==> src/sv/sfa_fifo.sv <==
// ----------------------------------------------------------------------------
// sfa_fifo
// Small register FIFO with push/full and pop/empty handshakes.
// ----------------------------------------------------------------------------
module sfa_fifo #(
	parameter int WIDTH = 8,
	parameter int DEPTH = 2
) (
	input  logic             clk,
	input  logic             arst_n,
	input  logic             push,
	input  logic [WIDTH-1:0] wdata,
	output logic             full,
	input  logic             pop,
	output logic [WIDTH-1:0] rdata,
	output logic             empty
);

	localparam int PW = (DEPTH > 1) ? $clog2(DEPTH) : 1;
	localparam int NW = $clog2(DEPTH + 1);

	logic [WIDTH-1:0] mem_q [DEPTH];
	logic [PW-1:0]    wptr_q;
	logic [PW-1:0]    rptr_q;
	logic [NW-1:0]    cnt_q;
	logic             do_push;
	logic             do_pop;

	assign full    = (cnt_q == NW'(DEPTH));
	assign empty   = (cnt_q == '0);
	assign do_push = push && !full;
	assign do_pop  = pop && !empty;
	assign rdata   = mem_q[rptr_q];

	// Store entries
	always_ff @(posedge clk) begin
		if (do_push) begin
			mem_q[wptr_q] <= wdata;
		end
	end

	// Advance pointers and occupancy
	always_ff @(posedge clk or negedge arst_n) begin
		if (!arst_n) begin
			wptr_q <= '0;
			rptr_q <= '0;
			cnt_q  <= '0;
		end else begin
			if (do_push) begin
				wptr_q <= (wptr_q == PW'(DEPTH - 1)) ? '0 : wptr_q + 1'b1;
			end
			if (do_pop) begin
				rptr_q <= (rptr_q == PW'(DEPTH - 1)) ? '0 : rptr_q + 1'b1;
			end
			if (do_push && !do_pop) begin
				cnt_q <= cnt_q + 1'b1;
			end else if (do_pop && !do_push) begin
				cnt_q <= cnt_q - 1'b1;
			end
		end
	end

endmodule

==> config.mk <==
export PLATFORM = sky130hd
export DESIGN_NAME = sfa_fifo
export DESIGN_NICKNAME = d
export VERILOG_FILES = /design/src/sv/sfa_fifo.sv
export SDC_FILE = /design/constraint.sdc
export NUM_CORES = 1
export LEC_CHECK = 0
export BUFFER_PORTS_ARGS = -buffer_cell sky130_fd_sc_hd__buf_4
export CAP_MARGIN = 20
export CORE_UTILIZATION = 40
export CTS_CLUSTER_SIZE = 14
export DETAILED_ROUTE_END_ITERATION = 12
export GPL_ROUTABILITY_DRIVEN = 0
export GPL_TIMING_DRIVEN = 0
export HOLD_SLACK_MARGIN = 0.1
export PLACE_DENSITY = 0.7
export SLEW_MARGIN = 5
export SYNTH_ARGS = -nofsm -noshare
export SYNTH_HDL_FRONTEND = slang
export SYNTH_SLANG_ARGS = --single-unit
==> constraint.sdc <==
create_clock -name clk -period 1.51 [get_ports clk]
set_input_delay 0.151 -clock clk [delete_from_list [all_inputs] [get_ports clk]]
set_output_delay 0.151 -clock clk [all_outputs]
set_load 0.1 [all_outputs]
* After elaboration in Yosys (flattened, before gate mapping)
Memory sizes are Yosys's and may differ from the RTL's. Index checks and enable logic that the tools add are counted.
Storage, ports and cells: memories 1, logic and storage cells 25, RAM bits 16, output and inout bits 10, bits in registers 4, input bits 12
Memories:
- mem_q | words 2, width 8, read ports 1, clocked after memory_dff 0, write ports 1, line 22 | logic [WIDTH-1:0] mem_q [DEPTH];
Operators by class: reductions and logical operators 10, mux-type cells 6, equality and inequality tests 1, add/subtract/negate cells 4
Operators with widths (count):
- logical AND 1 bit | 4
- logical NOT 1 bit | 4
- two-way mux 1 bit | 4
- two-way mux 2 bit | 2
- adder 1 bit, second input constant | 2
- adder 2 x 1 -> 2 bit, second input constant | 1
- == test 2 bit, second input constant | 1
- logical NOT 2 bit | 1
- nonzero test 2 bit | 1
- subtractor 2 x 1 -> 2 bit, second input constant | 1

* Depth between registers and ports, before layout
word-level depth 7, mapped depth 7

* Worst setup path after synthesis
No wires, ideal clock.
path type register -> output, from register cnt_q[0], to output empty, arrival 1.673 ns, path buffers 0, slack -0.314 ns, cell stages (with the launch flop) 2, cells stage by stage dfrtp_1 nor2_1
On the way: cells in the longest elaborated chain, start to end 1
Ends and longest elaborated chain:
- start, declared | line 25 | logic [NW-1:0] cnt_q;
- start signal, assigned | line 56 | cnt_q <= cnt_q + 1'b1;
- start signal, assigned | line 58 | cnt_q <= cnt_q - 1'b1;
- logical NOT 2 bit | line 30 | assign empty = (cnt_q == '0);
- end, declared | line 16 | output logic empty
No other way between the ends.

* Worst setup path in the final report
from register rptr_q, to output rdata[5]
On the way: cells in the longest elaborated chain, start to end 1
Ends and longest elaborated chain:
- start, declared | line 24 | logic [PW-1:0] rptr_q;
- start signal, assigned | line 53 | rptr_q <= (rptr_q == PW'(DEPTH - 1)) ? '0 : rptr_q + 1'b1;
- memory read (2 x 8 bit)
- end, declared | line 15 | output logic [WIDTH-1:0] rdata,
No other way between the ends.

==> reports/results.ini <==
[logic_synthesis]
synth_edf_count = 16
synth_xor_area_share_pct = 6.56
synth.avg_cell_area_um2 = 17.8
synth-compound-area-share_pct = 0.640
synth_seq_area_share_pct = 74.2
syn_inst = 44
synth_simple_gate_area_share_pct = 3.84
ys_ff_latch = 20
yosysMostFrequentCell = edfxtp_1
ys.flop_type = edfxtp_1
async_flop_share_pct = 20.0
synth.top_cell.area_share_pct = 61.4
ys_types = 15
syn_area_um2 = 782
ys_warn_count = 0
muxShareOfSynthArea_pct = 11.5
synthAdderAreaFrac_pct = 1.60
yosysTopAreaCell = edfxtp_1
synth_top_family_by_area = multiplexers
synth_common_cells = edfxtp_1 (16), mux2_1 (6), dfrtp_1 (4)
synthesis.nets = 57
synth_area_leaders = edfxtp_1 (61%), dfrtp_1 (13%), mux2_1 (8.6%)

[detailed_routing]
drtAntennaViolNets = 0
top_layer_used = met4
wl_met2_um = 729
drc_errors = 0
route.met3.wl_um = 24
drt-initial-drc-count = 3
wl_per_cell_um = 12.1
m1WireLength_um = 527
dr_total_vias = 484
drt_wl_total_mm = 1.30
via_per_inst = 4.52
dr.pass1.iters = 3

[die]
die_area_um2 = 2140
die_y_um = 46.2
rows = 15
num_io_pins = 22
start_util_pct = 43.9
fp.dieW_um = 46.2
core_area_um2 = 1780

[timing]
post-route-period-util_pct = 97.7
tightest_slew_ps = 464
min_period_ps = 1480
max_freq_mhz = 678
finClkSkew_ps = 0.786
fin_ws_ps = 34.7
fin_hold_ws_ps = 184
grt_setup_unrepaired = true
setup_viol = 0
relSlewSlack_pct = 69.1
finalHoldViolations = 0
final_max_slew_viol_count = 0

[placement]
portBuffers = 21
hpwl_um = 778
pre_cts_ws_ps = -185
dpl_cell_area_um2 = 973

[setup_path]
startpoint = rptr_q$_DFFE_PN0P_
start_kind = register
cp_max_fo = 9
worstPathRequired_ps = 1360
r2r-start = cnt_q[0]$_DFFE_PN0P_
path_cells = buf_6, mux2_2, buf_12
criticalPathCategory = register to output port
worst_path_max_delay_cell = mux2_2
cp-end-kind = output port
crit_arrival_ps = 1320
max_stage_delay_ps = 370

[min_path]
worst_hold_path_type = input port to register
min_from = pop

[grt]
grt.overflow.total = 0
grt_start_max_net_pins = 12
grt_pass1_wl_mm = 1.82
antenna_found_initial = 0
grt_pass1_vias = 448
gr-usage-all-layers_pct = 12.9

[finish]
drive_above_1_share_pct = 52.4
final_nets = 96
synthToLayoutAreaGrowth_pct = 57.6
n_antenna_cell = 0
final_area_um2 = 1230

[clock_tree]
cts.clk_slew.worst_paths_ps = 100
numCtsBuffers = 3
cts_tree = built
clock_latency_ps = 280
htreeDepth = 1
cts-root-buf = clkbuf_4
cts_sinks = 20
clockBufferDepth = 2

[run_status]
status = completed

[run]
maxCapViolations = 0

flip-flops by register name (all words and copies together), names as in the netlist:
register  flops
cnt_q         2
mem_q        16
rptr_q        1
wptr_q        1
path summary, 6_finish.rpt:
check / to / slack, ps / cells after the start
min in group asynchronous: cnt_q[0]$_DFFE_PN0P_ / 210 / 2
min: rptr_q$_DFFE_PN0P_ / 180 / 3
min reg2reg: wptr_q$_DFFE_PN0N_ / 550 / 1
max in group asynchronous: cnt_q[0]$_DFFE_PN0P_ / 1200 / 2
max reg2reg: cnt_q[1]$_DFFE_PN0P_ / 60 / 6
max: rdata[5] / 30 / 3
worst max-delay path, delay by kind of cell, from the launching register on:
kind                   cells  cell delay (ps)
muxes                      1              370
DFF                        1              350
buffers and inverters      2              310
placed cells by master (no fill, tap or decap), drive strengths merged:
cell,instances
and3,1
buf,26
clkbuf,3
clkinv,1
dfrtp,4
dlygate4sd3,9
edfxtp,16
ha,1
inv,2
mux2,8
nand2,1
nand2b,1
nor2,3
o21ai,1
xnor2,3
xor2,2
kinds of logic after synthesis:
group                    count (synthesis)
AND/OR/NAND/NOR                          6
adder cells (fa/ha/maj)                  1
buffers and inverters                    3
XOR/XNOR                                 5
AO/OA/AOI/OAI                            1
flip-flops                              20
multiplexers                             8
stage by stage:
step | TNS, ps | utilization (%) | std cells
final | 0 | 69.1 | 107
after detailed placement | -1480 | 54.6 | 90
after CTS | 0 | 63.4 | 103
after floorplan | 0 | - | 44
after global placement | -1070 | 54.6 | 90
after global routing | -96.2 | 69.1 | 107
cell type report:
| class | instances | area [um2] |
|---|---|---|
| Clock buffer | 3 | 22.5 |
| Buffer | 1 | 11.3 |
| Tap cell | 25 | 31.3 |
| Multi-Input combinational cell | 21 | 205 |
| Inverter | 2 | 7.51 |
| Timing Repair Buffer | 34 | 369 |
| Clock inverter | 1 | 3.75 |
| Sequential cell | 20 | 582 |
| Fill cell | 113 | 551 |
what timing repair did:
action / CTS / global route
gates resized for setup: 12 / 22
buffers inserted: 0 / 4
endpoints found under the setup margin: 16 / 18
hold endpoints to repair: 20 / 0
hold buffers: 9 / 0
pin swaps: 0 / 1
routing by layer:
layer	GRT usage, %	vias up
li1	-	236
met1	13.6	233
met2	23.7	13
met3	2.35	2
met4	7.06	0
met5	0	-
Power is not shown: default switching activity piles up to over one toggle a cycle in this logic, so the estimate is an artifact.
