$ cat src/sv/sfa_pkg.sv
// ----------------------------------------------------------------------------
// sfa_pkg
// Shared types and constants for the SRv6 routing header flag advance block.
// ----------------------------------------------------------------------------
package sfa_pkg;

	// Internal arithmetic width for lengths and offsets (covers 4096 + header slack)
	localparam int CALC_W  = 14;
	localparam int PATCH_W = 12;
	localparam int IDX_W   = 4;

	// Fixed packet layout
	localparam int IP6_HDR_BYTES   = 40;
	localparam int SRH_FIXED_BYTES = 8;
	localparam int SEG_BYTES       = 16;
	localparam int NH_ROUTING      = 43;
	localparam int SR_TYPE_4       = 4;

	localparam int OFF_NEXT_HDR = 6;
	localparam int OFF_DA       = 24;
	localparam int OFF_DA10     = 34;
	localparam int OFF_DA11     = 35;
	localparam int OFF_HDRLEN   = 41;
	localparam int OFF_TYPE     = 42;
	localparam int OFF_SL       = 43;
	localparam int OFF_FIRST    = 44;

	// Verdict codes
	localparam logic [1:0] VERDICT_PASS    = 2'd0;
	localparam logic [1:0] VERDICT_DROP    = 2'd1;
	localparam logic [1:0] VERDICT_REROUTE = 2'd2;

	// Front-end classification of a finished packet
	typedef enum logic [1:0] {
		JOB_PASS,
		JOB_DROP,
		JOB_CHECK
	} job_kind_t;

	typedef struct packed {
		job_kind_t           kind;
		logic                bank;
		logic [CALC_W-1:0]   len;
		logic [CALC_W-1:0]   resv;
		logic [7:0]          first;
		logic [7:0]          sl;
		logic                flag;
	} job_t;

	// One result item
	typedef struct packed {
		logic               patch_valid;
		logic [PATCH_W-1:0] patch_offset;
		logic [7:0]         patch_value;
		logic [1:0]         verdict;
		logic               end_of_results;
	} res_t;

	// Buffer bank release from back end to front end
	typedef struct packed {
		logic valid;
		logic bank;
	} rel_t;

endpackage

$ cat src/sv/sfa_back.sv
// ----------------------------------------------------------------------------
// sfa_back
// Job execution: finishes the segment checks, reads the buffered packet and
// emits any byte patches followed by the closing verdict.
// ----------------------------------------------------------------------------
module sfa_back #(
	parameter int BUF_BYTES      = 4096,
	parameter int RESERVED_BYTES = 8
) (
	input  logic                       clk,
	input  logic                       arst_n,
	input  logic                       mode,
	input  logic                       job_empty,
	input  sfa_pkg::job_t              job_in,
	output logic                       job_pop,
	output logic [$clog2(BUF_BYTES):0] mem_raddr,
	input  logic [7:0]                 mem_rdata,
	input  logic                       res_full,
	output logic                       res_push,
	output sfa_pkg::res_t              res,
	output sfa_pkg::rel_t              rel
);

	localparam int AW = $clog2(BUF_BYTES);
	localparam int W  = sfa_pkg::CALC_W;
	localparam int IW = sfa_pkg::IDX_W;
	localparam int PW = sfa_pkg::PATCH_W;

	typedef enum logic [2:0] {
		ST_IDLE,
		ST_RESV,
		ST_EVAL,
		ST_FLAG,
		ST_SLP,
		ST_SEG_RD,
		ST_SEG_WR,
		ST_CLOSE
	} state_t;

	state_t        state_q;
	sfa_pkg::job_t job_q;
	logic [7:0]    next_q;
	logic [W-1:0]  seg_q;
	logic [IW-1:0] idx_q;
	logic [1:0]    verdict_q;

	logic [1:0]    step;
	logic [7:0]    next_c;
	logic [W-1:0]  seg_c;
	logic          eval_drop;
	logic [W-1:0]  rd_pos;

	// Step and segments-left checks
	assign step      = (mode && mem_rdata != 8'd0) ? 2'd2 : 2'd1;
	assign next_c    = job_q.sl - 8'(step);
	assign seg_c     = W'(sfa_pkg::IP6_HDR_BYTES + sfa_pkg::SRH_FIXED_BYTES)
	                 + (W'(next_c) << 4);
	assign eval_drop = (job_q.sl < 8'(step)) || (next_c > job_q.first)
	                 || (seg_c + W'(sfa_pkg::SEG_BYTES) > job_q.len);

	// Read address: reserved byte while checking, segment byte while copying
	assign rd_pos    = (state_q == ST_SEG_RD || state_q == ST_SEG_WR)
	                 ? seg_q + W'(idx_q) : job_q.resv;
	assign mem_raddr = {job_q.bank, rd_pos[AW-1:0]};

	// Result and handshake outputs
	always_comb begin
		job_pop   = 1'b0;
		res_push  = 1'b0;
		res       = '0;
		rel.valid = 1'b0;
		rel.bank  = job_q.bank;
		unique case (state_q)
			ST_IDLE: begin
				job_pop = !job_empty;
			end
			ST_FLAG: begin
				res_push          = !res_full;
				res.patch_valid   = 1'b1;
				res.patch_offset  = PW'(job_q.resv + W'(idx_q));
				res.patch_value   = mode ? 8'd0 : 8'(job_q.flag);
			end
			ST_SLP: begin
				res_push          = !res_full;
				res.patch_valid   = 1'b1;
				res.patch_offset  = PW'(sfa_pkg::OFF_SL);
				res.patch_value   = next_q;
			end
			ST_SEG_WR: begin
				res_push          = !res_full;
				res.patch_valid   = 1'b1;
				res.patch_offset  = PW'(sfa_pkg::OFF_DA) + PW'(idx_q);
				res.patch_value   = mem_rdata;
			end
			ST_CLOSE: begin
				res_push           = !res_full;
				res.verdict        = verdict_q;
				res.end_of_results = 1'b1;
				rel.valid          = !res_full;
			end
			default: begin
			end
		endcase
	end

	// Sequencer
	always_ff @(posedge clk or negedge arst_n) begin
		if (!arst_n) begin
			state_q   <= ST_IDLE;
			job_q     <= '0;
			next_q    <= '0;
			seg_q     <= '0;
			idx_q     <= '0;
			verdict_q <= sfa_pkg::VERDICT_PASS;
		end else begin
			unique case (state_q)
				ST_IDLE: begin
					if (!job_empty) begin
						job_q <= job_in;
						idx_q <= '0;
						unique case (job_in.kind)
							sfa_pkg::JOB_PASS: begin
								verdict_q <= sfa_pkg::VERDICT_PASS;
								state_q   <= ST_CLOSE;
							end
							sfa_pkg::JOB_CHECK: begin
								verdict_q <= sfa_pkg::VERDICT_REROUTE;
								state_q   <= ST_RESV;
							end
							default: begin
								verdict_q <= sfa_pkg::VERDICT_DROP;
								state_q   <= ST_CLOSE;
							end
						endcase
					end
				end
				ST_RESV: begin
					state_q <= ST_EVAL;
				end
				ST_EVAL: begin
					next_q <= next_c;
					seg_q  <= seg_c;
					if (eval_drop) begin
						verdict_q <= sfa_pkg::VERDICT_DROP;
						state_q   <= ST_CLOSE;
					end else begin
						state_q <= ST_FLAG;
					end
				end
				ST_FLAG: begin
					if (!res_full) begin
						if (!mode || idx_q == IW'(RESERVED_BYTES - 1)) begin
							idx_q   <= '0;
							state_q <= ST_SLP;
						end else begin
							idx_q <= idx_q + 1'b1;
						end
					end
				end
				ST_SLP: begin
					if (!res_full) begin
						idx_q   <= '0;
						state_q <= ST_SEG_RD;
					end
				end
				ST_SEG_RD: begin
					state_q <= ST_SEG_WR;
				end
				ST_SEG_WR: begin
					if (!res_full) begin
						if (idx_q == IW'(sfa_pkg::SEG_BYTES - 1)) begin
							state_q <= ST_CLOSE;
						end else begin
							idx_q   <= idx_q + 1'b1;
							state_q <= ST_SEG_RD;
						end
					end
				end
				ST_CLOSE: begin
					if (!res_full) begin
						state_q <= ST_IDLE;
					end
				end
				default: begin
					state_q <= ST_IDLE;
				end
			endcase
		end
	end

endmodule
$ cat config.mk
export PLATFORM = sky130hd
export DESIGN_NAME = sfa_back
export DESIGN_NICKNAME = d
export VERILOG_FILES = /design/src/sv/sfa_pkg.sv /design/src/sv/sfa_back.sv
export SDC_FILE = /design/constraint.sdc
export NUM_CORES = 1
export LEC_CHECK = 0
export BUFFER_PORTS_ARGS = -buffer_cell sky130_fd_sc_hd__buf_2
export CORE_AREA = 4 4 143 145
export DETAILED_ROUTE_END_ITERATION = 16
export DIE_AREA = 0 0 147 149
export PLACE_DENSITY = 0.44
export SETUP_SLACK_MARGIN = 0.3
export SYNTH_ARGS = -nofsm -noshare
export SYNTH_HDL_FRONTEND = slang
export SYNTH_SLANG_ARGS = --single-unit
$ cat constraint.sdc
create_clock -name clk -period 10.7 [get_ports clk]
set_clock_uncertainty 0.15 [all_clocks]
set_input_delay 2.14 -clock clk [delete_from_list [all_inputs] [get_ports clk]]
set_output_delay 2.14 -clock clk [all_outputs]
set_load 0.01 [all_outputs]
# Word-level counts from Yosys, hierarchy flattened
# Cells that the tools add are included.
# Widths: inputs -> output; s select.
# op_classes
bitwise_logic	1
order_cmp	3
n_eq_ne	18
n_mux	29
n_addsub	7
n_reduce_logical	18
# op_table
operator	count
$pmux 21 s3	1
$mux 3	9
$add 12x4->12	2
$mux 4	6
$pmux 3 s8	1
$ne 2x2->1 const B	8
$pmux 4 s4	1
$add 13x5->14 const B	1
$gt 14x14->1	1
$add 6x12->13 const A	1
$eq 3x3->1 const B	4
$mux 12	1
$reduce_and 6->1	2
$gt 8x8->1	1
$lt 8x2->1	1
$mux 2	4
$pmux 2 s2	2
$reduce_bool 8->1	1
$sub 8x2->8	1
$add 5x4->6 const A	1
$eq 3x2->1 const B	2
$add 4x1->4 const B	1
$eq 4x3->1 const B	1
$eq 4x4->1 const B	1
other kinds (14)	22
# word_totals
reg_bits	73
output_inout_bits	41
input_bits	61

# Depth between registers and ports, before layout
# Gate-level depths: netlist (run 1).
# logic_depth
ltp_word	10
mapped_depth	21
depth_no_buf	21

# Least setup slack after synthesis (run 1)
# No wires, ideal clock.
# synth_path
path_kind	input to register
start	input mem_rdata[1]
end	register state_q[2]
n_path_buf	0
setup_time_ns	0.123
t_arrival_ns	5.501
path_stages	21
path_slack_ns	4.926
path_cell_list	nor4_1 > nand2_1 > nand2_1 > inv_1 > fa_1 > xor2_1 > inv_1 > nor2_1 > o21ai_0 > xnor2_1 > nand3b_1 > nor3_2 > xor2_1 > ha_1 > a21oi_1 > nor2b_1 > o21ai_0 > o211ai_1 > nand2_1 > o211ai_1 > o221a_2
# synth_via
elab_chain_len	10
# synth_rtl
item	line_no	source
start: declaration	sfa_back.sv:17	input logic [7:0] mem_rdata,
$reduce_bool 8->1 (*)	sfa_back.sv:54	assign step = (mode && mem_rdata != 8'd0) ? 2'd2 : 2'd1;
$logic_and 1x1->1 (*)	sfa_back.sv:54	
$mux 2 (*)	sfa_back.sv:54	
$sub 8x2->8 (*)	sfa_back.sv:55	assign next_c = job_q.sl - 8'(step);
named net next_c[2]	sfa_back.sv:48	logic [7:0] next_c;
$add 6x12->13	sfa_back.sv:57	+ (W'(next_c) << 4);
$add 13x5->14	sfa_back.sv:59	|| (seg_c + W'(sfa_pkg::SEG_BYTES) > job_q.len);
$gt 14x14->1	sfa_back.sv:59	
$logic_or 1x1->1 (*)	sfa_back.sv:59	
$mux 3 (*)	sfa_back.sv:143	if (eval_drop) begin
$pmux 3 s8 (*)	sfa_back.sv:116	unique case (state_q)
end signal: assignment	sfa_back.sv:124	state_q <= ST_CLOSE;
end signal: assignment	sfa_back.sv:145	state_q <= ST_CLOSE;
end signal: assignment	sfa_back.sv:147	state_q <= ST_FLAG;
end: declaration	sfa_back.sv:40	state_t state_q;
# Mark *: on every way through the listed nets, which the timed path passes. The rest lies on a longest branch.
# A chain may end at the register's enable or synchronous reset.

# Worst setup path after layout (run 1)
# Same ends and word-level chain as after synthesis.

==> run_results.csv, run 1 <==
group,metric,value,unit
placement,dp_cells,814,
yosys,synth_edf_count,0,
timing,fin_crit_sh,0.621,
yosys,synth_cell_type_count,48,
worst_setup_path,end_kind,"flip-flop",
worst_setup_path,worstPathArrival,6.71,ns
floorplan,die_x,147,microns
yosys,synth.most_common_cell,"dfrtp_1",
route,via_per_inst,4.28,
global_routing,grt_overflow,0,
placement,routabilityCongestion,0.839,
finish,drive_gt1_frac,0.285,
yosys,netlist_instances,472,
status,status,"finished clean",
worst_setup_path,cp.required,10.77,ns
yosys,seq_area_frac_synth,0.397,
clocking,htreeDepth,3,
clocking,clock_latency,0.33,ns
yosys,synth_ff_type,"dfrtp_1",
finish,fin_area,5360,sq um
power_and_ir_drop,total_power,1750,uW
timing,rsz0062_at_grt,"no",
global_routing,grt_usage,0.112,
route,drt-initial-drc-count,151,
power_and_ir_drop,p_leak,0.00254,uW
timing,tightest_slew,0.904,ns
global_routing,antenna_found_initial,0,
finish,nets,649,
placement,portBuffers,99,
power_and_ir_drop,ir_drop,0.0000957,V
route,firstDrtPassIters,4,
clocking,cts_resized,0,
clocking,cts.clk_slew.worst_paths,0.05,ns
yosys,synth_nets,561,
timing,setup_violations,0,
yosys,yosysTopAreaCell,"dfrtp_1",
floorplan,core,19200,sq um
yosys,yosysWarnings,0,
floorplan,start_util,0.226,
placement,place_hpwl,9340,microns
power_and_ir_drop,cellPowerDensity,326,nW/um^2
finish,area_growth,23.2,%
worst_setup_path,startpoint_type,"input port",
timing,max_slew_margin,0.397,
floorplan,die_h,149,microns
placement,postPlaceCellArea,5100,sq um
min_path,holdCritPathClass,"reg2reg",
clocking,post_cts_buffers,0,
clocking,cts_num_sinks,69,
global_routing,grt_pass1_wl,19400,microns
timing,max_freq,150,MHz
yosys,syn_area,4350,sq um
worst_setup_path,crit_type,"in2reg",
yosys,synth_area_leaders,"dfrtp_1, mux2_2, ha_1, o21ai_0, nand2_1",
floorplan,rows,51,
clocking,cts_hold_buf,0,
global_routing,grt_max_degree,70,
clocking,root_buffer,"clkbuf_16",
yosys,netlist.area_leader.share,0.397,
finish,seq_area,1730,sq um
finish,final_cells,829,
route,drt-total-wl,11900,microns
yosys,ys_top_cells_by_count,"dfrtp_1, nand2_1, o21ai_0",
clocking,tritoncts,"yes",
floorplan,dieArea,21900,sq um
route,routedWlPerCell,14.4,microns
finish,insertedDiodeCount,0,
clocking,cts_max_path_buffers,2,
timing,whs,0.346,ns
route,drcViolationCount,0,
timing,drv_slew,0,
finish,multi_input_area,2390,sq um
global_routing,grt_pass1_vias,3769,
clocking,cts_made_buffers,9,
timing,tns,0,ns
route,antenna_left,0,
yosys,postSynthAreaPerCell,9.21,sq um
worst_setup_path,critPathMaxFanout,5,
timing,fin_crit,6.65,ns
route,vias,3549,
yosys,async_reset_ff_frac,1.00,
yosys,ys_ff_latch,69,
floorplan,io_pins,102,
job,drv_cap,0,
finish,fillers,2082,
timing,hold_viol,0,
## cell usage in the layout, fill, tap and decap left out, drive strengths merged, types with 2 or more instances in the layout
master  synthesis  final
buf             7    102
dfrtp          69     69
nand2          60     60
o21ai          47     47
mux2           37     37
nor2           35     35
inv            34     34
ha             26     26
a21oi          18     18
xor2           15     15
xnor2          15     15
clkbuf         18     13
a21o            9      9
mux2i           9      9
nand3           8      8
nor4            8      8
nor3            8      8
nor2b           7      7
nand4           6      6
nand3b          4      4
o22ai           4      4
o211ai          3      3
nand2b          2      2
and3            2      2
a22o            2      2
fa              2      2
clkinv          0      2
o31a            2      2
## layout make-up
class / instances / share of cell area
Multi-Input combinational cell: 344 / 0.447
Clock buffer: 13 / 0.0467
Sequential cell: 69 / 0.322
Tap cell: 265 / 0.0619
Inverter: 34 / 0.0238
Timing Repair Buffer: 102 / 0.0967
Clock inverter: 2 / 0.00187
## cells by family after synthesis
| logic type | Yosys count | synth area share |
|---|---|---|
| mux | 46 | 0.117 |
| simple gates | 145 | 0.159 |
| flops | 69 | 0.397 |
| compound gates | 94 | 0.128 |
| xor+xnor | 30 | 0.0604 |
| other cells | 1 | 0.000862 |
| buf+inv | 59 | 0.0538 |
| fa+ha+maj | 28 | 0.0840 |
## power breakdown
| part | internal (uW) | total [uW] | switching, uW |
|---|---|---|---|
| registers | 383 | 489 | 106 |
| clock network | 161 | 267 | 106 |
| logic | 433 | 991 | 558 |
## path summary, 6_finish.rpt
check | start | to | slack (ns) | depth (start not counted)
setup / recovery | mem_rdata[1] | state_q[2] | 4.05 | 22
hold / removal | seg_q[4] | seg_q[4] | 0.35 | 2
setup reg to reg | job_q[1] | state_q[2] | 6.22 | 19
hold reg to reg | seg_q[4] | seg_q[4] | 0.35 | 2
max in group asynchronous | arst_n | idx_q[0] | 7.94 | 2
min in group asynchronous | arst_n | job_q[8] | 1.86 | 2
## critical path, cell delays in order
cell and delay [ns]:
buf_2 0.11, nor4_1 0.46, nand2_1 0.10, nand2_1 0.18
inv_1 0.08, fa_1 0.48, xor2_1 0.38, inv_1 0.18
nor2_1 0.16, o21ai_0 0.12, xnor2_1 0.23, nand3b_1 0.29
nor3_2 0.24, xor2_1 0.21, ha_1 0.27, a21oi_1 0.13
nor2b_1 0.05, o21ai_0 0.15, o211ai_1 0.13, nand2_1 0.08
o211ai_1 0.22, o221a_2 0.32
## routing by layer
metal  wire (microns)  vias up  track usage
met5                0        -            0
met2             5840       80        0.190
met4              170        0       0.0471
li1                 -     1794            -
met1             5400     1664        0.139
met3              514       11       0.0252
## stage by stage
step / setup WS [ns] / utilization
6_report: 4.05 / 0.279
5_1_grt: 3.62 / 0.279
4_1_cts: 3.99 / 0.279
3_5_place_dp: 3.64 / 0.265
3_3_place_gp: 3.71 / 0.265
2_1_floorplan: 4.93 / -
## sequential cells by signal, summed over array words and instances, names as in the netlist
register,count
idx_q,4
job_q,43
mem_raddr,1
next_q,8
seg_q,8
state_q,3
verdict_q,2
Power figures use the tool's default switching activity.
==> inputs of run 2 (changes only) <==
- PLACE_DENSITY: 0.44 -> 0.46
- clock period: 10.7 -> 6 ns (I/O delays scaled with it)
==> run 2 against run 1 <==
Critical endpoint unchanged. Largest power group unchanged. Worst setup slack got worse by 3.3 ns. Critical path type unchanged. Global-route usage barely moved. Wire length fell by 0.53%.
==> run_results.csv, run 2 (synthesis gave the netlist of run 1 again) <==
group,metric,value,unit
global_routing,grt_overflow,0,
route,antenna_left,0,
clocking,cts_resized,0,
finish,insertedDiodeCount,0,
finish,largest_reg_flops,43,
worst_setup_path,worstPathArrival,5.35,ns
clocking,cts_max_path_buffers,2,
floorplan,core,19200,sq um
route,drt-total-wl,11900,microns
floorplan,die_x,147,microns
worst_setup_path,startpoint_type,"input port",
clocking,tritoncts,"yes",
timing,max_slew_margin,0.277,
global_routing,grt_pass1_vias,3659,
clocking,root_buffer,"clkbuf_16",
floorplan,rows,51,
status,status,"finished clean",
clocking,clock_latency,0.33,ns
timing,setup_violations,0,
finish,nets,656,
worst_setup_path,cp.required,6.07,ns
power_and_ir_drop,p_leak,0.00259,uW
clocking,cts_hold_buf,0,
finish,drive_gt1_frac,0.299,
job,drv_cap,0,
route,drcViolationCount,0,
finish,area_growth,25.4,%
worst_setup_path,end_kind,"flip-flop",
finish,top_register,"job_q",
power_and_ir_drop,cellPowerDensity,590,nW/um^2
timing,rsz0062_at_grt,"no",
global_routing,grt_usage,0.112,
worst_setup_path,worstPathCellList,"buf_2 > nor4_1 > buf_4 > nand2_1 > nand2_1 > ha_1 > fa_1 > ha_1 > nor2_1 > o21ai_0 > xnor2_1 > nand3b_1 > nor3_2 > xor2_1 > ha_1 > a21oi_1 > nor2b_1 > o21ai_0 > o211ai_1 > nand2_1 > o211ai_1 > o221a_2",
global_routing,grt_pass1_wl,19400,microns
route,vias,3623,
timing,fin_crit_sh,0.880,
floorplan,start_util,0.226,
clocking,cts.clk_slew.worst_paths,0.05,ns
timing,hold_viol,0,
floorplan,die_h,149,microns
timing,drv_slew,0,
worst_setup_path,max_stage_delay,0.50,ns
worst_setup_path,critPathMaxFanout,4,
route,routedWlPerCell,14.2,microns
timing,tns,0,ns
power_and_ir_drop,ir_drop,0.000189,V
finish,layout_commonest_cell,"buf_2",
clocking,htreeDepth,3,
global_routing,grt_max_degree,70,
clocking,cts_num_sinks,69,
clocking,cts_made_buffers,9,
finish,top_regs,"job_q: 43 flops, next_q: 8 flops, seg_q: 8 flops",
timing,fin_crit,5.28,ns
min_path,holdCritPathClass,"reg2reg",
worst_setup_path,critPathSlowestCell,"fa_1",
route,drt-initial-drc-count,142,
clocking,post_cts_buffers,0,
route,via_per_inst,4.33,
floorplan,dieArea,21900,sq um
placement,portBuffers,99,
power_and_ir_drop,total_power,3220,uW
timing,max_freq,189,MHz
route,firstDrtPassIters,5,
timing,tightest_slew,1.08,ns
placement,place_hpwl,9300,microns
worst_setup_path,crit_type,"in2reg",
global_routing,antenna_found_initial,0,
placement,routabilityCongestion,0.908,
floorplan,io_pins,102,
finish,layout_common_cells,"buf_2, dfrtp_1, nand2_1, o21ai_0, mux2_2",
## run 2: final cells by class
| class | count | area, sq um |
|---|---|---|
| Fill cell | 2101 | 13800 |
| Tap cell | 265 | 332 |
| Multi-Input combinational cell | 344 | 2400 |
| Inverter | 34 | 128 |
| Clock buffer | 15 | 298 |
| Timing Repair Buffer | 109 | 571 |
| Sequential cell | 69 | 1730 |
## run 2: report_power, final
part           switching (uW)  total, uW  internal, uW
Clock                     192        526           334
Combinational             968       1790           825
Sequential                218        900           683
Total                    1380       3220          1840
## run 2: per-layer routing
metal  GRT usage  share of wire  vias to the layer above
li1            -              -                     1822
met5           0              0                        -
met1       0.146           0.46                     1699
met3      0.0310          0.055                       14
met2       0.184           0.47                       88
met4      0.0317          0.014                        0
## run 2: per-stage QoR
step,hold WS [ns],cell area (sq um),worst slack [ns],cells,utilization
finish,0.336,5450,0.720,836,0.284
global route,0.372,5450,0.347,836,0.284
CTS,0.351,5450,0.688,836,0.284
detailed placement,0.338,5150,0.347,821,0.268
global placement,0.340,5150,0.343,821,0.268
floorplan,0.296,4350,1.17,472,-
## run 2: worst paths after layout
kind                              start         end  slack (ns)  cells after the start
max in group asynchronous        arst_n   job_q[44]        4.18                      2
setup reg to reg               job_q[1]  state_q[2]        1.93                     19
min in group asynchronous        arst_n    job_q[8]        0.91                      2
hold / removal                 seg_q[7]    seg_q[7]        0.34                      2
hold reg to reg                seg_q[7]    seg_q[7]        0.34                      2
setup / recovery           mem_rdata[4]  state_q[2]        0.72                     22
## run 2: worst max-delay path: cells and delay by family
kind | cells | cell delay [ns]
fa+ha+maj | 4 | 1.26
xor+xnor | 2 | 0.34
buf+inv | 2 | 0.26
simple gates | 8 | 1.21
compound gates | 6 | 1.04
