File: src/sv/sfa_pkg.sv
// ----------------------------------------------------------------------------
// sfa_pkg
// Shared types and constants for the SRv6 routing header flag advance block.
// ----------------------------------------------------------------------------
package sfa_pkg;

	// Internal arithmetic width for lengths and offsets (covers 4096 + header slack)
	localparam int CALC_W  = 14;
	localparam int PATCH_W = 12;
	localparam int IDX_W   = 4;

	// Fixed packet layout
	localparam int IP6_HDR_BYTES   = 40;
	localparam int SRH_FIXED_BYTES = 8;
	localparam int SEG_BYTES       = 16;
	localparam int NH_ROUTING      = 43;
	localparam int SR_TYPE_4       = 4;

	localparam int OFF_NEXT_HDR = 6;
	localparam int OFF_DA       = 24;
	localparam int OFF_DA10     = 34;
	localparam int OFF_DA11     = 35;
	localparam int OFF_HDRLEN   = 41;
	localparam int OFF_TYPE     = 42;
	localparam int OFF_SL       = 43;
	localparam int OFF_FIRST    = 44;

	// Verdict codes
	localparam logic [1:0] VERDICT_PASS    = 2'd0;
	localparam logic [1:0] VERDICT_DROP    = 2'd1;
	localparam logic [1:0] VERDICT_REROUTE = 2'd2;

	// Front-end classification of a finished packet
	typedef enum logic [1:0] {
		JOB_PASS,
		JOB_DROP,
		JOB_CHECK
	} job_kind_t;

	typedef struct packed {
		job_kind_t           kind;
		logic                bank;
		logic [CALC_W-1:0]   len;
		logic [CALC_W-1:0]   resv;
		logic [7:0]          first;
		logic [7:0]          sl;
		logic                flag;
	} job_t;

	// One result item
	typedef struct packed {
		logic               patch_valid;
		logic [PATCH_W-1:0] patch_offset;
		logic [7:0]         patch_value;
		logic [1:0]         verdict;
		logic               end_of_results;
	} res_t;

	// Buffer bank release from back end to front end
	typedef struct packed {
		logic valid;
		logic bank;
	} rel_t;

endpackage

File: src/sv/sfa_front.sv
// ----------------------------------------------------------------------------
// sfa_front
// Byte intake: buffers packet bytes into one of two banks, captures fixed
// header fields and classifies the packet on its last byte.
// ----------------------------------------------------------------------------
module sfa_front #(
	parameter int MAX_SRH_BYTES  = 2048,
	parameter int BUF_BYTES      = 4096,
	parameter int RESERVED_BYTES = 8
) (
	input  logic                          clk,
	input  logic                          arst_n,
	input  logic                          push,
	output logic                          full,
	input  logic [7:0]                    data_byte,
	input  logic                          last_byte,
	input  sfa_pkg::rel_t                 rel,
	output logic                          mem_we,
	output logic [$clog2(BUF_BYTES):0]    mem_waddr,
	output logic [7:0]                    mem_wdata,
	output logic                          job_push,
	output sfa_pkg::job_t                 job
);

	localparam int AW = $clog2(BUF_BYTES);
	localparam int CW = $clog2(BUF_BYTES + 1);
	localparam int W  = sfa_pkg::CALC_W;

	logic [CW-1:0] count_q;
	logic          wbank_q;
	logic [1:0]    busy_q;
	logic [7:0]    nh_q;
	logic [7:0]    da10_q;
	logic [7:0]    da11_q;
	logic [7:0]    hdrlen_q;
	logic [7:0]    rtype_q;
	logic [7:0]    sl_q;
	logic [7:0]    first_q;

	logic          acc;
	logic          in_buf;
	logic [W-1:0]  len_c;
	logic [W-1:0]  srh_len;
	logic [W-1:0]  tlv_rel;
	logic [W-1:0]  resv;
	logic [1:0]    busy_n;

	assign full      = busy_q[wbank_q];
	assign acc       = push && !full;
	assign in_buf    = (count_q < CW'(BUF_BYTES));
	assign mem_we    = acc && in_buf;
	assign mem_waddr = {wbank_q, count_q[AW-1:0]};
	assign mem_wdata = data_byte;
	assign job_push  = acc && last_byte;

	// Length after this byte, holding at the buffer size
	assign len_c   = in_buf ? W'(count_q) + W'(1) : W'(count_q);
	assign srh_len = (W'(hdrlen_q) + W'(1)) << 3;
	assign tlv_rel = W'(sfa_pkg::SRH_FIXED_BYTES) + ((W'(first_q) + W'(1)) << 4);
	assign resv    = W'(sfa_pkg::IP6_HDR_BYTES) + tlv_rel;

	// Classify the packet in check order
	always_comb begin
		job       = '0;
		job.bank  = wbank_q;
		job.len   = len_c;
		job.resv  = resv;
		job.first = first_q;
		job.sl    = sl_q;
		job.flag  = (da10_q != 8'd0) || (da11_q != 8'd0);
		if (len_c < W'(sfa_pkg::IP6_HDR_BYTES)) begin
			job.kind = sfa_pkg::JOB_DROP;
		end else if (nh_q != 8'(sfa_pkg::NH_ROUTING)) begin
			job.kind = sfa_pkg::JOB_PASS;
		end else if (len_c < W'(sfa_pkg::IP6_HDR_BYTES + sfa_pkg::SRH_FIXED_BYTES)) begin
			job.kind = sfa_pkg::JOB_DROP;
		end else if (rtype_q != 8'(sfa_pkg::SR_TYPE_4)) begin
			job.kind = sfa_pkg::JOB_DROP;
		end else if (srh_len > W'(MAX_SRH_BYTES)
				|| W'(sfa_pkg::IP6_HDR_BYTES) + srh_len > len_c) begin
			job.kind = sfa_pkg::JOB_DROP;
		end else if (tlv_rel > srh_len
				|| srh_len < tlv_rel + W'(RESERVED_BYTES)) begin
			job.kind = sfa_pkg::JOB_DROP;
		end else if (resv + W'(RESERVED_BYTES) > len_c) begin
			job.kind = sfa_pkg::JOB_DROP;
		end else begin
			job.kind = sfa_pkg::JOB_CHECK;
		end
	end

	// Bank ownership: set on packet end, clear on release from the back end
	always_comb begin
		busy_n = busy_q;
		if (rel.valid) begin
			busy_n[rel.bank] = 1'b0;
		end
		if (job_push) begin
			busy_n[wbank_q] = 1'b1;
		end
	end

	// Count bytes and track banks
	always_ff @(posedge clk or negedge arst_n) begin
		if (!arst_n) begin
			count_q <= '0;
			wbank_q <= 1'b0;
			busy_q  <= '0;
		end else begin
			busy_q <= busy_n;
			if (acc) begin
				if (last_byte) begin
					count_q <= '0;
					wbank_q <= ~wbank_q;
				end else if (in_buf) begin
					count_q <= count_q + 1'b1;
				end
			end
		end
	end

	// Capture fixed header fields as they stream by
	always_ff @(posedge clk) begin
		if (acc) begin
			if (count_q == CW'(sfa_pkg::OFF_NEXT_HDR)) nh_q     <= data_byte;
			if (count_q == CW'(sfa_pkg::OFF_DA10))     da10_q   <= data_byte;
			if (count_q == CW'(sfa_pkg::OFF_DA11))     da11_q   <= data_byte;
			if (count_q == CW'(sfa_pkg::OFF_HDRLEN))   hdrlen_q <= data_byte;
			if (count_q == CW'(sfa_pkg::OFF_TYPE))     rtype_q  <= data_byte;
			if (count_q == CW'(sfa_pkg::OFF_SL))       sl_q     <= data_byte;
			if (count_q == CW'(sfa_pkg::OFF_FIRST))    first_q  <= data_byte;
		end
	end

endmodule

File: config.mk
export PLATFORM = sky130hd
export DESIGN_NAME = sfa_front
export DESIGN_NICKNAME = d
export VERILOG_FILES = /design/src/sv/sfa_pkg.sv /design/src/sv/sfa_front.sv
export SDC_FILE = /design/constraint.sdc
export NUM_CORES = 1
export LEC_CHECK = 0
export BUFFER_PORTS_ARGS = -buffer_cell sky130_fd_sc_hd__buf_4
export CAP_MARGIN = 20
export CORE_UTILIZATION = 32
export CTS_CLUSTER_DIAMETER = 200
export CTS_CLUSTER_SIZE = 16
export DETAILED_ROUTE_END_ITERATION = 10
export PLACE_DENSITY = 0.61
export SETUP_SLACK_MARGIN = 0.15
export SKIP_LAST_GASP = 1
export SLEW_MARGIN = 10
export SYNTH_ARGS = -nofsm -noshare
export SYNTH_HDL_FRONTEND = slang
export SYNTH_SLANG_ARGS = --single-unit
export TNS_END_PERCENT = 50
File: constraint.sdc
create_clock -name clk -period 4.8 [get_ports clk]
set_input_delay 0.24 -clock clk [delete_from_list [all_inputs] [get_ports clk]]
set_output_delay 0.24 -clock clk [all_outputs]
set_load 0.02 [all_outputs]
======== Word level (Yosys, flattened, before mapping) ========
Index checks and enable logic that the tools add are counted.
storage, ports and cells
  register bits after elaboration ......... 72
  bits in latches ......................... 0
  memory bits (writable) .................. 0
  memory bits (read-only) ................. 0
  bits of input ports ..................... 14
  output and inout bits ................... 72
  memories ................................ 0
cells by class
  add/sub/neg operators ................... 9
  $mul .................................... 0
  div/mod/pow operators ................... 0
  $lt $le $gt $ge ......................... 12
  equal/unequal tests ..................... 9
  shift operators ......................... 0
  muxes and demuxes ....................... 18
  bitwise logic cells ..................... 4
  reduce and logical (&&, ||, !) cells .... 21
operators by type and width
  cell                                                                   count
  13-bit by 6-bit == test with 1-bit output, second input constant       6
  14-bit by 4-bit adder with 14-bit output, second input constant        2
  14-bit by 6-bit < comparator with 1-bit output, second input constant  2
  13-bit 2-to-1 mux                                                      2
  8-bit by 1-bit adder with 9-bit output, second input constant          2
  2-bit 2-to-1 mux                                                       9
  2-bit AND reduction                                                    9
  8-bit nonzero test                                                     2
  13-bit by 1-bit adder with 14-bit output, second input constant        1
  4-bit by 13-bit adder with 14-bit output, first input constant         1
  6-bit by 14-bit adder with 14-bit output, first input constant         1
  13-bit by 14-bit > comparator with 1-bit output                        1
  14-bit by 12-bit > comparator with 1-bit output                        1
  14-bit > comparator                                                    1
  12-bit by 14-bit < comparator with 1-bit output                        1
  14-bit 2-to-1 mux                                                      1
  13-bit by 1-bit adder with 13-bit output, second input constant        1
  6-bit by 12-bit adder with 13-bit output, first input constant         1
  13-bit by 3-bit == test with 1-bit output, second input constant       1
  13-bit < comparator, second input constant                             1
  12-bit > comparator, second input constant                             1
  8-bit by 3-bit != test with 1-bit output, second input constant        1
  8-bit by 6-bit != test with 1-bit output, second input constant        1
  1-bit logical AND                                                      5
  11 further kinds                                                       19

======== Longest topological paths before layout ========
Gate-level depths: netlist (run 1).
  depth after elaboration ................. 12
  depth in mapped cells ................... 15

======== Worst setup path after synthesis (run 1) ========
No wires, ideal clock.
  path kind ............................... register to output
  from .................................... register count_q[1]
  to ...................................... output job[47] in the netlist's numbering
  arrival time ............................ 3.708 ns
  required time ........................... 4.560 ns
  setup slack ............................. 0.852 ns
  cell stages (with the launch flop) ...... 16
  path buffers ............................ 2
  cell sequence ........................... dfrtp_1 ha_1 clkbuf_1 and4_1 and3_1 clkbuf_1 nand3_1 xnor2_1 inv_1 ha_1 nand4_1 o21ai_0 a211o_1 a221o_1 a2111oi_4 and3_1
RTL lines
  item                      line              text
  start: declaration        sfa_front.sv:29   logic [CW-1:0] count_q;
  start signal: assignment  sfa_front.sv:116  count_q <= count_q + 1'b1;
  end: declaration          sfa_front.sv:22   output sfa_pkg::job_t job

==> flow_summary.ini, run 1 <==
[place]
dp.cells = 722
dp_hpwl_um = 9240
pre_cts_slack_ns = 0.768
gp_congestion = 0.820
dpl_cell_area_um2 = 5520
port_buffers = 79

[pwr]
p_sw_uw = 543
comb_power_share_pct = 23.6
power.total_uw = 1820
peakVddDrop_uv = 248
internal_power_uw = 1270
leakage_uw = 0.00237
power_frac_seq_pct = 41.3
p_clk_share_pct = 35.1
power_density_nw_per_um2 = 312
p_sw_share_pct = 29.9

[timing]
max_slew_margin_pct = 42.2
drv_slew = 0
period_share_pct = 90.3
finalSetupViolCount = 0
max_freq_mhz = 231
rsz0062_at_grt = no
worst_pin_slew_ns = 0.858
fin_ws_ns = 0.467
hold_viol = 0
skew_ns = 0.00641
min_period_ns = 4.33
setup_tns_ns = 0

[synth]
syn_area_um2 = 4950
ys_seq_area_share_pct = 42.1
yosys.area.top_type = edfxtp_1
ys.flop_type = edfxtp_1
synth_cell_type_count = 57
yosysWarningCount = 0
ys_ff_latch = 72
yosys.area.top_type_share_pct = 34.0
synth_edf_count = 56
syn_area_per_cell_um2 = 10.0
netlist_instances = 495
synth_async_sr_flop_share_pct = 22.2
synthTopCellsByArea = edfxtp_1 (34%), ha_1 (12%), dfrtp_1 (8.1%), xnor2_1 (6.0%), buf_4 (4.4%)

[global_routing]
grt-ovfl-total = 0
track_usage_pct = 15.3
antenna_found_initial = 0
grt_pass1_wl_um = 19000
grt_max_degree = 18
grt_pass1_vias = 3559

[final_layout]
syn_to_final_growth_pct = 17.6
fin_nets = 607
multiInputGateArea_um2 = 2450
seq_area_um2 = 2080
fillers = 1478
fin_area_um2 = 5820
num_antenna_cells = 0
drive_gt1_share_pct = 19.1
final_cells = 739

[setup_path]
startpoint = first_q[0]
cp.arrival_ns = 4.09
critPathKind = reg -> out
reg2reg_to = first_q[0]
startpoint_type = register
cp-end-kind = output pin
worstPathMaxFanout = 13
rrSetupSlack_ns = 2.11
crit_end = job[47]
reg2reg_depth = 6
rr_startpoint = wbank_q
critical_path_required_ns = 4.56
cp_slowest_cell = edfxtp_1
crit_chain = ha_1 -> nand3_1 -> nor2_1 -> xnor2_1 -> inv_1 -> xnor2_1 -> ha_1 -> nand4_1 -> inv_1 -> a211o_1 -> a221o_1 -> a2111oi_4 -> and3_1 -> buf_4
max_stage_delay_ns = 0.64

[worst_hold_path]
hp-class = in -> reg
whs_path_depth = 3

[clock_tree]
clk_path_buf_depth = 2
root_buffer = clkbuf_16
cts_tree = built
hold_buffers = 1
htree_levels = 3
cts.clk_slew.worst_paths_ns = 0.05
clkLatencyLatePin_ns = 0.33
cts_sinks = 72
cts_resized = 0
post-cts-setup-buffer-count = 0
cts-buffers-inserted = 9

[drt]
wl_per_cell_um = 16.3
drt-total-wl_um = 12000
ant_nets = 0
drt-pass1-iter-count = 6
via_count = 3852
via_per_inst = 5.21
route.detailed.drc = 0
drtIter0Drc = 286

[die]
coreArea_um2 = 15100
dieArea_um2 = 16000
die_w_um = 126
start_util_pct = 32.7
ios = 86
die_h_um = 126
core.rowCount = 45

[run_status]
outcome = finished, final reports clean

[run]
maxCapViolCount = 0
## stage by stage
stage,hold WS (ns),utilization (%)
finish,0.170,38.4
CTS,0.159,38.4
global placement,0.113,36.4
floorplan,-0.0556,-
global route,0.175,38.4
detailed placement,0.120,36.4
## cells in the final DEF (no fill, tap or decap), types with 5 or more instances in the layout
cell / count
a21oi_1: 15
and3_1: 5
buf_4: 82
clkbuf_16: 9
conb_1: 9
dfrtp_1: 16
edfxtp_1: 56
ha_1: 46
inv_1: 35
nand2_1: 35
nand2b_1: 7
nand3_1: 23
nand4_1: 11
nor2_1: 27
nor3_1: 13
nor4_1: 9
o21ai_0: 23
o31ai_1: 7
or3_1: 6
xnor2_1: 34
xor2_1: 16
## flip-flops by register name (all words and copies together) (netlist names)
register	count
first_q	8
busy_q	2
rtype_q	8
sl_q	8
nh_q	8
count_q	13
da11_q	8
da10_q	8
wbank_q	1
hdrlen_q	8
## cells in the mapped netlist (all sizes together), types with 3 or more instances
| library cell | instances |
|---|---|
| clkbuf | 18 |
| nand2 | 35 |
| xnor2 | 34 |
| nor2 | 27 |
| a22o | 4 |
| a211o | 3 |
| inv | 35 |
| o21ai | 24 |
| buf | 33 |
| and3 | 5 |
| nor3 | 13 |
| a31oi | 3 |
| o31ai | 7 |
| nor4 | 10 |
| nand3 | 23 |
| nand4 | 11 |
| o22ai | 3 |
| xor2 | 16 |
| a21o | 3 |
| nand4b | 4 |
| nand2b | 7 |
| edfxtp | 56 |
| or3 | 6 |
| dfrtp | 16 |
| ha | 46 |
| a21oi | 15 |
## critical path: cells and delay by family, from the launching register on
kind | cells | cell delay [ns]
buffers and inverters | 3 | 0.32
xor gates and xnor gates | 2 | 0.53
AOI/OAI and AO/OA | 3 | 0.86
and+or+nand+nor | 4 | 0.69
DFF | 1 | 0.64
adders and majority gates | 2 | 0.73
## power by group through the flow
| stage | clock network [µW] | logic (µW) | registers (µW) |
|---|---|---|---|
| 2_1_floorplan | 0 | 325 | 733 |
| 3_3_place_gp | 0 | 425 | 756 |
| 3_5_place_dp | 0 | 429 | 761 |
| 4_1_cts | 650 | 432 | 749 |
| 5_1_grt | 678 | 470 | 755 |
| 6_report | 638 | 429 | 749 |
## layout make-up
cell class / count / share of cell area [%]
Clock buffer: 10 / 3.93
Clock inverter: 5 / 1.01
Inverter: 35 / 2.26
Multi-Input combinational cell: 344 / 42.1
Sequential cell: 72 / 35.8
Tap cell: 188 / 4.04
Timing Repair Buffer: 85 / 10.9
## worst min-delay path by stage
stage,startpoint,end,slack [ns]
after floorplan,arst_n,busy_q[0],-0.06
after global placement,arst_n,busy_q[1],0.11
after detailed placement,arst_n,wbank_q,0.12
after CTS,rel[0],busy_q[0],0.16
after global routing,data_byte[1],sl_q[1],0.17
final,rel[0],busy_q[0],0.17
## kinds of logic after synthesis
family	synth area share, %
flops	42.1
fa+ha+maj	11.6
simple gates	16.8
compound gates	10.7
mux	0.859
xor+xnor	8.85
other cells	0.152
buf+inv	8.95
## routing by layer
| metal | GRT usage, % | up-vias | routed length [µm] | share of wire [%] |
|---|---|---|---|---|
| met2 | 25.6 | 119 | 5890 | 49 |
| met5 | 0 | - | 0 | 0 |
| li1 | - | 1851 | - | - |
| met1 | 19.9 | 1868 | 5480 | 45 |
| met4 | 5.10 | 0 | 165 | 1.4 |
| met3 | 2.53 | 14 | 512 | 4.3 |
(Power assumes the default switching activity.)
==> run 2: changes to the inputs <==
--- a/config.mk
+++ b/config.mk
@@ -7,6 +7,7 @@
 export LEC_CHECK = 0
 export BUFFER_PORTS_ARGS = -buffer_cell sky130_fd_sc_hd__buf_4
 export CAP_MARGIN = 20
+export CORE_MARGIN = 3
 export CORE_UTILIZATION = 32
 export CTS_CLUSTER_DIAMETER = 200
 export CTS_CLUSTER_SIZE = 16
==> run 2 against run 1 <==
Non-clock buffer count is the same. Maximum frequency is 0.52% lower. Design area up 0.22%. Hold slack hardly changed. Final cell count fell by 0.41%. Core utilization increased by 0.96 points.
==> flow_summary.ini, run 2 (synthesis results as in run 1) <==
[timing]
max_freq_mhz = 230
max_slew_margin_pct = 45.0
hold_viol = 0
worst_pin_slew_ns = 0.817
period_share_pct = 90.7
drv_slew = 0
rsz0062_at_grt = no
setup_tns_ns = 0
finalSetupViolCount = 0
min_period_ns = 4.36
skew_ns = 0.00648

[drt]
wl_per_cell_um = 16.6
drt-total-wl_um = 12200
via_count = 3820
route.detailed.drc = 0
ant_nets = 0
drtIter0Drc = 233
via_per_inst = 5.19
drt-pass1-iter-count = 4

[die]
dieArea_um2 = 17000
start_util_pct = 33.4
coreArea_um2 = 14800
ios = 86
core.rowCount = 44
die_w_um = 130
die_h_um = 130

[setup_path]
cp-end-kind = output pin
reg2reg_depth = 7
critPathKind = reg -> out
rr_startpoint = wbank_q
startpoint = count_q[0]
critical_path_required_ns = 4.56
cp.arrival_ns = 4.12
startpoint_type = register
worstPathMaxFanout = 11

[clock_tree]
clk_path_buf_depth = 2
root_buffer = clkbuf_16
htree_levels = 3
cts-buffers-inserted = 9
cts.clk_slew.worst_paths_ns = 0.06
clkLatencyLatePin_ns = 0.33
cts_tree = built
cts_sinks = 72

[pwr]
power.total_uw = 1830
power_density_nw_per_um2 = 313
peakVddDrop_uv = 367
leakage_uw = 0.00238

[place]
dp_hpwl_um = 9380
dpl_cell_area_um2 = 5520
gp_congestion = 0.876
port_buffers = 79

[global_routing]
antenna_found_initial = 0
grt-ovfl-total = 0
track_usage_pct = 14.4
grt_max_degree = 18
grt_pass1_vias = 3641
grt_pass1_wl_um = 19100

[run]
maxCapViolCount = 0

[final_layout]
fin_nets = 607
layout_commonest_cell = buf_4
largest_register_ffs = 13
mostFrequentLayoutCells = buf_4 (83), edfxtp_1 (56), ha_1 (46)
fin_area_um2 = 5840
num_antenna_cells = 0
top_register = count_q
syn_to_final_growth_pct = 17.9
drive_gt1_share_pct = 19.4

[worst_hold_path]
hp-class = in -> reg
whs_path_depth = 1
hp-start = data_byte[2]

[run_status]
outcome = finished, final reports clean
-- run 2: final cells by class --
cell class | count | area, µm²
Clock buffer | 10 | 229
Tap cell | 184 | 230
Timing Repair Buffer | 85 | 638
Multi-Input combinational cell | 344 | 2460
Clock inverter | 6 | 68.8
Fill cell | 1429 | 8970
Inverter | 35 | 131
Sequential cell | 72 | 2080
-- run 2: worst max-delay path: stages, from the launching register on --
cell and delay (ns):
dfrtp_1 0.56, ha_1 0.38, and4_1 0.28, and3_1 0.28
nand3_1 0.12, xnor2_1 0.24, inv_1 0.13, ha_1 0.33
nand4_1 0.11, o21ai_0 0.09, a211o_1 0.30, a221o_1 0.37
a2111oi_4 0.24, and3_1 0.20, buf_4 0.14
-- run 2: metal layers --
layer / vias to the layer above / GRT usage, % / wire length (µm) / share of wire, %
li1: 1851 / - / - / -
met3: 16 / 2.48 / 484 / 4.0
met2: 97 / 25.0 / 6110 / 50
met5: - / 0 / 0 / 0
met1: 1856 / 18.3 / 5390 / 44
met4: 0 / 4.42 / 242 / 2.0
-- run 2: final timing paths --
check | endpoint | slack, ns
worst min register to register | busy_q[1] | 0.50
worst min-delay path | sl_q[2] | 0.17
min in group asynchronous | wbank_q | 0.31
worst max register to register | hdrlen_q[2] | 2.07
max in group asynchronous | count_q[5] | 4.30
worst max-delay path | job[47] | 0.44
-- run 2: where the power goes --
group	switching, µW	total [µW]	internal, µW
Clock	246	650	404
Combinational	254	430	176
Sequential	49.8	748	698
Total	549	1830	1280
-- run 2: what timing repair did --
action	CTS	global route
buffers inserted	0	0
hold buffers	1	0
resized for setup	0	0
endpoints found under the hold margin	16	0
-- run 2: through the flow --
stage	setup WS, ns	hold slack [ns]	util, %	std cells
2_1_floorplan	0.852	-0.0556	-	502
3_3_place_gp	0.871	0.115	37.3	718
3_5_place_dp	0.762	0.116	37.3	718
4_1_cts	0.388	0.165	39.3	735
5_1_grt	0.168	0.172	39.4	736
6_report	0.444	0.170	39.4	736
==> run 3: changes to the inputs <==
--- a/config.mk
+++ b/config.mk
@@ -5,8 +5,10 @@
 export SDC_FILE = /design/constraint.sdc
 export NUM_CORES = 1
 export LEC_CHECK = 0
+export ABC_AREA = 1
 export BUFFER_PORTS_ARGS = -buffer_cell sky130_fd_sc_hd__buf_4
 export CAP_MARGIN = 20
+export CORE_ASPECT_RATIO = 0.7
 export CORE_MARGIN = 3
 export CORE_UTILIZATION = 32
 export CTS_CLUSTER_DIAMETER = 200
==> run 3 against run 2 <==
Sequential share of layout area down 1.2 points. Clock-buffer cell count is 1 lower. Flip-flop and latch count is the same. Wire length increased by 4.9%. Core utilization up 0.60 points. Hold slack better by 0.0027 ns. Clock skew up 0.0028 ns. Largest cell class unchanged. Largest power group unchanged. Highest routed layer unchanged.
==> flow_summary.ini, run 3 <==
[die]
start_util_pct = 33.6
coreArea_um2 = 15100
die_w_um = 156
core.rowCount = 37
dieArea_um2 = 17400
die_h_um = 111
ios = 86

[timing]
min_period_ns = 3.97
max_freq_mhz = 252
worst_pin_slew_ns = 0.730
finalSetupViolCount = 0
drv_slew = 0
rsz0062_at_grt = no
skew_ns = 0.00931
max_slew_margin_pct = 51.2
period_share_pct = 82.8
hold_viol = 0
setup_tns_ns = 0

[global_routing]
grt_max_degree = 18
track_usage_pct = 14.7
grt_pass1_wl_um = 20400
grt-ovfl-total = 0
grt_pass1_vias = 3772
antenna_found_initial = 0

[synth]
yosys.area.top_type = edfxtp_1
netlist_instances = 602
synth_async_sr_flop_share_pct = 22.2
syn_area_um2 = 5070
ys.flop_type = edfxtp_1
yosysWarningCount = 0
synth_common_cells = nand2_1 (136), inv_1 (89), edfxtp_1 (56)
synth_edf_count = 56
synthTopCellsByArea = edfxtp_1 (33%), ha_1 (11%), nand2_1 (10%), dfrtp_1 (7.9%), inv_1 (6.6%)
ys_ff_latch = 72
synth_most_common_cell = nand2_1
synth_cell_type_count = 39
yosys.area.top_type_share_pct = 33.2
syn_area_per_cell_um2 = 8.43
ys_seq_area_share_pct = 41.0

[setup_path]
critical_path_required_ns = 4.56
worstPathMaxFanout = 7
startpoint_type = register
cp-end-kind = output pin
crit_chain = ha_1 -> nand2_2 -> nor3_1 -> inv_1 -> or4_1 -> ha_1 -> ha_1 -> nand2_1 -> nor2_1 -> nand2_1 -> nor2_1 -> nand3_1 -> nand2_1 -> nand3_1 -> nor2_1 -> nand3_1 -> nor2_1 -> nor2_1 -> buf_4
cp_slowest_cell = dfrtp_1
max_stage_delay_ns = 0.47
cp.arrival_ns = 3.73
rrSetupSlack_ns = 2.58
critPathKind = reg -> out
cp_common_cell = nor2_1

[drt]
wl_per_cell_um = 14.7
drt-pass1-iter-count = 5
via_count = 4084
drt-total-wl_um = 12800
via_per_inst = 4.69
drtIter0Drc = 289
route.detailed.drc = 0
ant_nets = 0

[pwr]
peakVddDrop_uv = 228
power_density_nw_per_um2 = 289
power_frac_seq_pct = 41.9
p_clk_share_pct = 38.8
internal_power_uw = 1220
p_sw_uw = 521
leakage_uw = 0.00282
comb_power_share_pct = 19.3
p_sw_share_pct = 29.8

[final_layout]
fin_nets = 730
top_register = count_q
syn_to_final_growth_pct = 19.0
multiInputGateArea_um2 = 2430
num_antenna_cells = 0
seq_area_um2 = 2080
fillers = 1527
mostFrequentLayoutCells = nand2_1 (136), inv_1 (89), buf_4 (83)
largest_register_ffs = 13
layout_commonest_cell = nand2_1
fin_area_um2 = 6040
drive_gt1_share_pct = 18.8

[clock_tree]
clkLatencyLatePin_ns = 0.32
cts-buffers-inserted = 9
htree_levels = 3
cts.clk_slew.worst_paths_ns = 0.06
post-cts-setup-buffer-count = 0
clk_path_buf_depth = 2
cts_tree = built
cts_resized = 0
root_buffer = clkbuf_16
cts_sinks = 72

[place]
dpl_cell_area_um2 = 5710
port_buffers = 79
gp_congestion = 0.909
dp_hpwl_um = 10300

[run_status]
outcome = finished, final reports clean

[worst_hold_path]
hp-class = in -> reg

[run]
maxCapViolCount = 0
==> run 3: through the flow <==
| stage | total power, µW | hold WS, ns | utilization, % | worst slack [ns] | cells |
|---|---|---|---|---|---|
| 2_1_floorplan | 961 | -0.0556 | - | 1.33 | 609 |
| 3_3_place_gp | 1080 | 0.119 | 37.8 | 1.38 | 851 |
| 3_5_place_dp | 1080 | 0.120 | 37.8 | 1.22 | 851 |
| 4_1_cts | 1750 | 0.172 | 39.9 | 0.860 | 868 |
| 5_1_grt | 1820 | 0.169 | 40.0 | 0.518 | 870 |
| 6_report | 1750 | 0.172 | 40.0 | 0.827 | 870 |
==> run 3: worst paths after layout <==
kind	start	end	cells past startpoint
max	count_q[1]	job[46]	19
min	rel[0]	busy_q[0]	3
max reg2reg	count_q[1]	count_q[12]	8
min reg2reg	busy_q[1]	busy_q[1]	2
max in group asynchronous	arst_n	count_q[3]	2
min in group asynchronous	arst_n	busy_q[1]	2
==> run 3: cell families after synthesis <==
logic type      Yosys count  synth area share, %
fa+ha+maj                46                 11.3
flops                    72                 41.0
buf+inv                 125                 11.6
other cells               2                0.148
compound gates           44                 5.18
xor+xnor                 25                 4.69
simple gates            288                 26.0
==> run 3: worst max-delay path, delay by kind of cell, from the launching register on <==
| family | cells | cell delay, ns |
|---|---|---|
| AND/OR/NAND/NOR | 14 | 1.82 |
| buffers and inverters | 2 | 0.20 |
| adder cells (fa/ha/maj) | 3 | 0.91 |
| flip-flops | 1 | 0.47 |
==> run 3: layer usage <==
metal	up-vias	track usage, %	routed length [µm]
li1	2074	-	-
met1	1869	23.4	6800
met2	135	20.1	5110
met3	6	3.54	859
met4	0	2.62	57
met5	-	0	0
==> run 3: what timing repair did <==
action	4_1_cts	5_1_grt
hold buffers	1	0
setup endpoints to repair	0	0
hold endpoints to repair	16	0
==> run 3: final cells by class <==
| type | count | share of cell area (%) |
|---|---|---|
| Multi-Input combinational cell | 412 | 40.2 |
| Sequential cell | 72 | 34.5 |
| Timing Repair Buffer | 85 | 10.6 |
| Inverter | 90 | 5.60 |
| Tap cell | 195 | 4.04 |
| Clock buffer | 9 | 3.73 |
| Clock inverter | 7 | 1.35 |
==> run 3: power by group through the flow <==
stage          clock network (µW)  registers, µW  logic (µW)
2_1_floorplan                   0            736         226
3_3_place_gp                    0            743         334
3_5_place_dp                    0            744         331
4_1_cts                       689            732         333
5_1_grt                       720            736         367
6_report                      678            731         336
